==> src/bxd_pkg.sv <==
// ----------------------------------------------------------------------------
// bxd_pkg
// Shared widths, register map and inter-module structs of the box downscaler.
// ----------------------------------------------------------------------------
package bxd_pkg;

  localparam int PIX_W = 8;
  localparam int CFG_W = 12;
  localparam int SUM_W = 30;

  localparam logic [1:0] REG_SRC_WIDTH  = 2'd0;
  localparam logic [1:0] REG_SRC_HEIGHT = 2'd1;
  localparam logic [1:0] REG_FACTOR     = 2'd2;

  typedef struct packed {
    logic             valid;
    logic [PIX_W-1:0] pixel;
  } fifo_t;

  typedef struct packed {
    logic             start;
    logic [SUM_W-1:0] dividend;
    logic [SUM_W-1:0] divisor;
  } div_req_t;

  typedef struct packed {
    logic             done;
    logic [SUM_W-1:0] quotient;
  } div_rsp_t;

endpackage

==> src/bxd_front.sv <==
// ----------------------------------------------------------------------------
// bxd_front
// Two-entry pixel queue between the input channel and the sequencer.
// ----------------------------------------------------------------------------
module bxd_front import bxd_pkg::*; (
  input  logic             clk_i,
  input  logic             rst_ni,
  input  logic             in_valid_i,
  input  logic [PIX_W-1:0] pixel_i,
  output logic             in_stall_o,
  input  logic             pop_i,
  output fifo_t            head_o
);

  logic [PIX_W-1:0] buf_q [2];
  logic [1:0]       cnt_q, cnt_d;
  logic             wr_q, rd_q;
  logic             push;

  assign in_stall_o   = (cnt_q == 2'd2);
  assign push         = in_valid_i && !in_stall_o;
  assign head_o.valid = (cnt_q != 2'd0);
  assign head_o.pixel = buf_q[rd_q];

  always_comb begin
    cnt_d = cnt_q;
    if (push && !pop_i) begin
      cnt_d = cnt_q + 2'd1;
    end else if (!push && pop_i) begin
      cnt_d = cnt_q - 2'd1;
    end
  end

  always_ff @(posedge clk_i or negedge rst_ni) begin
    if (!rst_ni) begin
      cnt_q <= 2'd0;
      wr_q  <= 1'b0;
      rd_q  <= 1'b0;
    end else begin
      cnt_q <= cnt_d;
      if (push) begin
        wr_q <= !wr_q;
      end
      if (pop_i) begin
        rd_q <= !rd_q;
      end
    end
  end

  always_ff @(posedge clk_i) begin
    if (push) begin
      buf_q[wr_q] <= pixel_i;
    end
  end

endmodule

==> config.mk <==
export PLATFORM = sky130hd
export DESIGN_NAME = bxd_front
export DESIGN_NICKNAME = d
export VERILOG_FILES = /design/src/bxd_pkg.sv /design/src/bxd_front.sv
export SDC_FILE = /design/constraint.sdc
export NUM_CORES = 1
export LEC_CHECK = 0
export BUFFER_PORTS_ARGS = -buffer_cell sky130_fd_sc_hd__buf_2
export CAP_MARGIN = 40
export CORE_ASPECT_RATIO = 0.9
export CORE_MARGIN = 2
export CORE_UTILIZATION = 43
export DETAILED_ROUTE_END_ITERATION = 10
export HOLD_SLACK_MARGIN = 0.12
export PLACE_DENSITY = 0.75
export SLEW_MARGIN = 20
export SYNTH_ARGS = -nofsm -noshare
export SYNTH_HDL_FRONTEND = slang
export SYNTH_SLANG_ARGS = --single-unit
export TNS_END_PERCENT = 30
==> constraint.sdc <==
create_clock -name clk_i -period 1.4 [get_ports clk_i]
set_input_delay 0.42 -clock clk_i [delete_from_list [all_inputs] [get_ports clk_i]]
set_output_delay 0.42 -clock clk_i [all_outputs]
set_load 0.01 [all_outputs]
==> results.yml <==
outcome:
  status: "complete, but fails checks"
  violations: "negative setup slack"
place:
  post-dp-hpwl_um: 813.8
  io_buffer_count: 21
  placed_area_um2: 965.9
  dpl.cell_count: 91
  gp_congestion: 0.6963
global_route:
  grt.overflow.total: 0
  gr-usage-all-layers_pct: 11.41
  grt_max_degree: 12
  grt_pass1_wl_um: 1814
  antenna_found_initial: 0
  grt_pass1_vias: 434
critical_path:
  critPathArrivalTime_ns: 1.28
  end_kind: "output port"
  reg2reg_setup_slack_ns: 0.08
  critPathMaxStageDelay_ns: 0.43
  timing.rr.start: "cnt_q[0]"
  crit_path_frequent_cell: "buf_6"
  cp_max_fo: 5
  crit_path_top_delay_cell: "dfrtp_2"
  r2r-end: "cnt_q[1]"
  r2r_cells: 7
  start_kind: "flip-flop"
  path_cells: "buf_6 -> mux2_4 -> buf_6"
  path_class: "reg2out"
  worstPathRequired_ns: 0.98
floorplanning:
  die_area_um2: 2272
  fp.dieW_um: 50.02
  row_count: 14
  start_util_pct: 47.26
  num_io_pins: 22
  die-height_um: 45.42
  core_um2: 1734
layout:
  finalNetCount: 88
  drive_gt1_share_pct: 58.11
  final_cells: 98
  antenna_cells: 0
  area_delta_synth_final_pct: 33.28
  final_area_um2: 1092
  n_fill_cell: 130
  post-route-util_pct: 62.99
sta:
  final_hold_viol_count: 0
  report.final.slew_viol_count: 0
  fin_tns_setup_ns: -2.506
  setup_slack_ns: -0.2959
  fin_crit_ns: 1.696
  max_freq_mhz: 589.7
  grt_setup_unrepaired: "yes"
  tightest_slew_ns: 0.3857
  holdWs_ns: 0.3049
  finalCritPeriodShare_pct: 121.1
  setup_viol: 10
  clock_skew_ns: 0.005088
  relSlewSlack_pct: 74.29
logic_synthesis:
  syn_area_um2: 819.5
  synthCells: 44
  ys.warnings.count: 0
  ys_ff_latch: 20
  syn-mean-instance-area_um2: 18.63
  synth.distinct_cells: 14
  ys_seq_area_share_pct: 70.84
  synth_fp_nets: 57
drt:
  routedWlPerCell_um: 11.32
  routed_wl_um: 1109
  ant_nets: 0
  drc: 0
  viasPerCell: 4.531
  dr.pass1.iters: 4
  num_vias: 444
  drt_iter0_markers: 4
cts:
  cts_buffers: 3
  cts_tree: "done"
  clk_latency_ns: 0.29
  cts.reportedPaths.clkPinSlew_ns: 0.10
  clk_path_buf_depth: 2
  root_buffer: "clkbuf_4"
  clock_sinks: 20
  htreeDepth: 1
power_and_ir_drop:
  peakVddDrop_v: 0.001033
  power_density_nw_per_um2: 2012
  p_leak_nw: 0.4802
min_path:
  whs_path_depth: 1
  holdPathEnd: "buf_q[0][7]"
  min_from: "pixel_i[7]"
  hp-class: "in2reg"
flow_run:
  max-cap-violations: 0
[cells in the final DEF, fill, tap and decap left out]
| cell type | count |
|---|---|
| dlygate4sd3_1 | 1 |
| mux2_4 | 8 |
| xnor2_2 | 1 |
| dfrtp_1 | 3 |
| dfrtp_2 | 1 |
| clkbuf_4 | 3 |
| buf_4 | 3 |
| buf_6 | 11 |
| nand2b_4 | 1 |
| edfxtp_1 | 16 |
| nor2_2 | 1 |
| inv_1 | 2 |
| xor2_1 | 3 |
| inv_2 | 1 |
| buf_2 | 12 |
| or2_1 | 1 |
| and3_1 | 1 |
| nand2_2 | 1 |
| nor2_1 | 1 |
| clkinv_1 | 1 |
| ha_1 | 1 |
| xnor2_1 | 1 |
[final cells by class]
cell class              count  area [um^2]  share of cell area [%]
flip-flops and latches     20        581.8                   53.26
multi-input cells          20        226.5                   20.73
repair buffers             27        216.5                   19.82
well taps                  24        30.03                   2.749
clock buffers               3        22.52                   2.062
inverters                   3        11.26                   1.031
clock inverters             1        3.754                  0.3436
[routing by layer]
layer  track usage (%)  vias up  part of all wire [%]
li1                  -      218                     -
met1             13.47      204                    40
met2             18.95       18                    50
met3             2.303        4                   7.0
met4             8.333        0                   2.8
met5                 0        -                     0
[cell usage after synthesis]
library cell / instances / area [um^2]
inv_1: 3 / 11.26
buf_6: 1 / 11.26
dfrtp_1: 4 / 100.1
ha_1: 1 / 12.51
xor2_1: 3 / 26.28
nand2b_1: 1 / 6.260
xnor2_1: 1 / 8.760
or2_1: 1 / 6.260
and3_1: 1 / 6.260
xnor2_2: 1 / 16.27
edfxtp_1: 16 / 480.5
nand2_2: 1 / 6.260
nor2_1: 2 / 7.510
mux2_4: 8 / 120.1
[registers in the layout, summed over array words and instances, names as in the netlist]
| signal | flops |
|---|---|
| cnt_q | 2 |
| wr_q | 1 |
| buf_q | 16 |
| rd_q | 1 |
[worst max-delay path: cells and delay by family (launching register included)]
kind                   cells  cell delay [ns]
flip-flops                 1             0.43
multiplexers               1             0.30
buffers and inverters      2             0.26
[kinds of logic (layout without fill, tap and decap cells)]
kind of cell / Yosys count / count (layout) / synth area share (%)
DFF: 20 / 20 / 70.84
buffers and inverters: 4 / 34 / 2.748
adders and majority gates: 1 / 1 / 1.526
and+or+nand+nor: 6 / 6 / 3.972
xor gates and xnor gates: 5 / 5 / 6.261
muxes: 8 / 8 / 14.66
[power by group]
group | internal [mW] | leakage [nW] | switching [mW]
logic | 0.621 | 0.271 | 0.396
clock network | 0.104 | 0.0154 | 0.158
registers | 0.832 | 0.194 | 0.0868
[what timing repair did]
action | in CTS | in global routing
hold buffers | 1 | 0
gates resized for setup | 15 | 1
endpoints found under the hold margin | 4 | 0
setup buffers | 2 | 0
endpoints found under the setup margin | 10 | 11
[worst max path at each step]
stage | start | end | slack (ns) | cells past startpoint
after global placement | rd_q | head_o[7] | -0.15 | 2
after floorplan | cnt_q[0] | buf_q[0][0] | 0.04 | 3
final | rd_q | head_o[7] | -0.30 | 3
after CTS | rd_q | head_o[7] | -0.30 | 3
after global routing | rd_q | head_o[7] | -0.33 | 3
after detailed placement | rd_q | head_o[7] | -0.15 | 2
[through the flow]
step	worst slack, ns	total power [mW]
floorplan	0.03537	1.462
global placement	-0.1487	1.670
detailed placement	-0.1490	1.695
CTS	-0.2975	2.213
global route	-0.3333	2.331
finish	-0.2959	2.198
No activity file was read; power rests on OpenSTA's default activity.
