### config.mk
export PLATFORM = sky130hd
export DESIGN_NAME = bxd_div
export DESIGN_NICKNAME = d
export VERILOG_FILES = /design/src/bxd_pkg.sv /design/src/bxd_div.sv
export SDC_FILE = /design/constraint.sdc
export NUM_CORES = 1
export LEC_CHECK = 0
export ABC_AREA = 1
export ABC_CLOCK_PERIOD_IN_PS = 3500
export BUFFER_PORTS_ARGS = -buffer_cell sky130_fd_sc_hd__buf_2
export CAP_MARGIN = 40
export CORE_MARGIN = 2
export CORE_UTILIZATION = 55
export CTS_CLUSTER_SIZE = 10
export DETAILED_ROUTE_END_ITERATION = 10
export PLACE_DENSITY_LB_ADDON = 0.08
export SLEW_MARGIN = 30
export SYNTH_ARGS = -nofsm -noshare
export SYNTH_HDL_FRONTEND = slang
export SYNTH_SLANG_ARGS = --single-unit
### constraint.sdc
create_clock -name clk_i -period 3.5 [get_ports clk_i]
set_clock_uncertainty 0.05 [all_clocks]
set_input_delay 0.35 -clock clk_i [delete_from_list [all_inputs] [get_ports clk_i]]
set_output_delay 0.35 -clock clk_i [all_outputs]
set_load 0.05 [all_outputs]
### src/bxd_pkg.sv
// ----------------------------------------------------------------------------
// bxd_pkg
// Shared widths, register map and inter-module structs of the box downscaler.
// ----------------------------------------------------------------------------
package bxd_pkg;

  localparam int PIX_W = 8;
  localparam int CFG_W = 12;
  localparam int SUM_W = 30;

  localparam logic [1:0] REG_SRC_WIDTH  = 2'd0;
  localparam logic [1:0] REG_SRC_HEIGHT = 2'd1;
  localparam logic [1:0] REG_FACTOR     = 2'd2;

  typedef struct packed {
    logic             valid;
    logic [PIX_W-1:0] pixel;
  } fifo_t;

  typedef struct packed {
    logic             start;
    logic [SUM_W-1:0] dividend;
    logic [SUM_W-1:0] divisor;
  } div_req_t;

  typedef struct packed {
    logic             done;
    logic [SUM_W-1:0] quotient;
  } div_rsp_t;

endpackage

### src/bxd_div.sv
// ----------------------------------------------------------------------------
// bxd_div
// Restoring divider, one quotient bit per cycle.
// ----------------------------------------------------------------------------
module bxd_div import bxd_pkg::*; (
  input  logic     clk_i,
  input  logic     rst_ni,
  input  div_req_t req_i,
  output div_rsp_t rsp_o
);

  localparam int CW = $clog2(SUM_W + 1);

  logic             busy_q, done_q;
  logic [CW-1:0]    cnt_q;
  logic [SUM_W-1:0] rem_q, quo_q, dvs_q;
  logic [SUM_W:0]   shifted, diff;
  logic             ge;

  assign shifted = {rem_q, quo_q[SUM_W-1]};
  assign ge      = shifted >= {1'b0, dvs_q};
  assign diff    = shifted - {1'b0, dvs_q};

  assign rsp_o.done     = done_q;
  assign rsp_o.quotient = quo_q;

  always_ff @(posedge clk_i or negedge rst_ni) begin
    if (!rst_ni) begin
      busy_q <= 1'b0;
      done_q <= 1'b0;
      cnt_q  <= '0;
    end else begin
      done_q <= 1'b0;
      if (req_i.start) begin
        busy_q <= 1'b1;
        cnt_q  <= CW'(SUM_W);
      end else if (busy_q) begin
        cnt_q <= cnt_q - CW'(1);
        if (cnt_q == CW'(1)) begin
          busy_q <= 1'b0;
          done_q <= 1'b1;
        end
      end
    end
  end

  always_ff @(posedge clk_i) begin
    if (req_i.start) begin
      rem_q <= '0;
      quo_q <= req_i.dividend;
      dvs_q <= req_i.divisor;
    end else if (busy_q) begin
      rem_q <= ge ? diff[SUM_W-1:0] : shifted[SUM_W-1:0];
      quo_q <= {quo_q[SUM_W-2:0], ge};
    end
  end

endmodule

==> results.md <==
* Outcome: completed
* Routed Antenna Nets at 0
* Worst-path cell chain: ha_1 -> nand2_1 -> inv_1 -> a21oi_1 -> nand2_1 -> a21oi_1 -> nand3_2 -> buf_12 -> nor2_1 -> nor2_1 -> nand2_1 -> nand2_1
* DRT Pass-1 Iters at 4
* Worst setup SP type: flip-flop
* Register area share after synthesis at 41.2%
* Root Driver: clkbuf_16
* Worst path depth at 12
* CP required at 3.70 ns
* Final max-slew violation count at 0
* #FFs+latches synth at 97
* DP HPWL at 11.1 mm
* Final hold viol count at 0
* Max cap viols at 0
* Worst-path clk slew at 0.07 ns
* Dpl cell area at 6870 µm²
* Num Clock Sinks at 97
* Clk buf depth at 2
* Path depth of the worst reg2reg path at 12
* Post-Syn Nets at 984
* Fillers at ~1100
* Vias in the first global route at 5301
* FMAX at 387 MHz
* CP max stage delay at about 0.39 ns
* H-Tree Depth at 3
* Crit Path Category: flip-flop to flip-flop
* First-pass GRT wire length at 24.9 mm
* Placed instance count at approximately 1100
* Vias post-DR at 5635
* Vias per Instance at 5.01
* Crit path DAT at 2.79 ns
* Pwr Density at 743 nW/µm²
* Min Tclk post-route at 2.58 ns
* Chip height at 111 µm
* Worst setup margin at 0.916 ns
* Synth top area cells: edfxtp_1 29%, nand2_1 21%, dfxtp_1 9.6%
* Worst Path Buf+Inv at 2
* Gp weighted congestion at 0.966
* Mapped Avg Cell Area at 7.06 µm²
* CP max stage cell: nand3_2
* Leak Pwr at 3.83 nW
* Max_slew headroom at between 60% and 70%
* Yosys cell types at 39
* RSZ-0062 raised after global routing: no
* CP Capture Type: flip-flop
* Final WL at about 15 mm
* GRT Util Overall at 25.2%
* Synth area leader: edfxtp_1
* Starting Density at between 50% and 60%
* Layout Cell Area excl Fill at 7180 µm²
* Reg2reg setup slack at 0.92 ns
* DP Worst Slack at 0.943 ns
* CP Launch Point: rem_q[20]
* Initial antenna violation count at 0
* Post-CTS setup buffers at 0
* Setup TNS at 0 ns
* Ys Warns at 0
* Worst Path Max Fanout at 30
* R2R Path End: rem_q[26]
* Latest clock arrival within the worst-skew pair at roughly 0.36 ns
* Area delta synth->final at 14.7%
* Yosys top cell area share at 28.8%
* Worst Tran Pin Value at between 0.5 and 0.6 ns
* Port Buffer Count at 93
* TritonCTS clock tree: done
* Number of antenna diodes at 0
* Gr ovfl total at 0
* Finish-stage setup viols at 0
* Total power at approximately 5.3 mW
* # IOs at 94
* Post-synth EDFFs at 60
* Final std cells w/o fill at 1125
* Drt wl/cell at 13.2 µm
* R2r startpoint: rem_q[20]
* Final worst path period share at 73.8%
* Type of the worst min-delay path: primary input to flip-flop
* CTS Buf Count at 9
* Post-synth top cells: 343 x nand2_1, 133 x inv_1, 80 x nor2_1, 68 x nand3_1, 60 x edfxtp_1
* Core ar. at 11000 µm²
* Asr flop ratio synth at around 7%
* Die area at about 12000 µm²
* Fin nets at 1077
* Most used cell along the critical path: nand2_1
* Max IR drop VDD at 0.504 mV
* End of the critical path: rem_q[26]
* Die W at 111 µm
* Gate count of the mapped netlist at 887
* Cell family with the largest share of critical-path delay: simple AND/OR/NAND/NOR gates
* Share of cells above drive strength 1 at 13.8%
* Count leader, synth: nand2_1
* DRC viols at 0
* Ys flop type: edfxtp_1
* Num rows at 38
* Iteration-0 DRC Markers at 347
* Largest net degree at the start of global routing at 43
* Synth Cell Area at 6260 µm²
cell type report:
type	count	area, µm²	share of cell area, %
timing repair buffer	101	548	7.63
clock buffer	10	229	3.19
sequential	97	2580	35.9
multi-input combinational	633	3060	42.6
clock inverter	6	75.1	1.04
inverter	138	518	7.21
tap	140	175	2.44
cell usage in the layout (no fill, tap or decap), types with 7 or more instances in the layout:
cell type	n
dfrtp_1	7
nor2_1	80
inv_1	133
dfxtp_1	30
edfxtp_1	60
o21ai_0	14
nand2_2	7
clkbuf_16	9
nand3_1	68
ha_1	33
nand2_1	343
nand4_1	10
buf_2	93
xnor2_1	13
a21oi_1	22
power by group:
group          leakage, nW  total, mW  internal [mW]  switching (mW)
logic                 2.74       2.72          0.943            1.77
clock network        0.151       1.03          0.567           0.466
registers            0.945       1.59           1.45           0.145
total                 3.83       5.34           2.96            2.38
kinds of logic (layout without fill, tap and decap cells):
family	Yosys count	in the layout	share of synthesized area (%)
xor+xnor	14	14	1.96
buf+inv	157	255	9.95
compound gates	49	49	4.38
flops	97	97	41.2
fa+ha+maj	34	34	6.91
simple gates	536	536	35.6
worst reg2reg max path, cell delays in order (launching register included):
cell and delay [ns]:
dfxtp_1 0.34, ha_1 0.37, nand2_1 0.15, inv_1 0.05, a21oi_1 0.23, nand2_1 0.11
a21oi_1 0.17, nand3_2 0.39, buf_12 0.33, nor2_1 0.10, nor2_1 0.04, nand2_1 0.08
nand2_1 0.06
layer usage:
| metal | GRT usage, % | vias up | part of all wire (%) |
|---|---|---|---|
| met2 | 42.5 | 141 | 47 |
| met3 | 4.37 | 20 | 4.3 |
| met4 | 8.75 | 0 | 1.8 |
| met5 | 0 | - | 0 |
| li1 | - | 2952 | - |
| met1 | 32.8 | 2522 | 47 |
sequential cells by signal, indices dropped and copies added (netlist names):
register	flops
busy_q	1
cnt_q	5
done_q	1
dvs_q	30
quo_q	30
rem_q	30
per-stage QoR:
stage / util [%] / hold slack, ns
2_1_floorplan: - / 0.00441
3_3_place_gp: 62.4 / 0.147
3_5_place_dp: 62.6 / 0.145
4_1_cts: 65.4 / 0.0924
5_1_grt: 65.4 / 0.101
6_report: 65.4 / 0.107
worst min-delay path by stage:
stage | startpoint | end | slack, ns | cells past startpoint
floorplan | rst_ni | busy_q | 0.004 | 0
global placement | rst_ni | done_q | 0.15 | 1
detailed placement | rst_ni | done_q | 0.14 | 1
CTS | req_i[21] | dvs_q[21] | 0.09 | 1
global route | req_i[21] | dvs_q[21] | 0.10 | 1
finish | req_i[21] | dvs_q[21] | 0.11 | 1
repair_timing:
action	in CTS	in global routing
endpoints found under the hold margin	7	0
resized for setup	0	0
hold buffers	1	0
endpoints found under the setup margin	0	0
No activity file was read; power rests on OpenSTA's default activity.
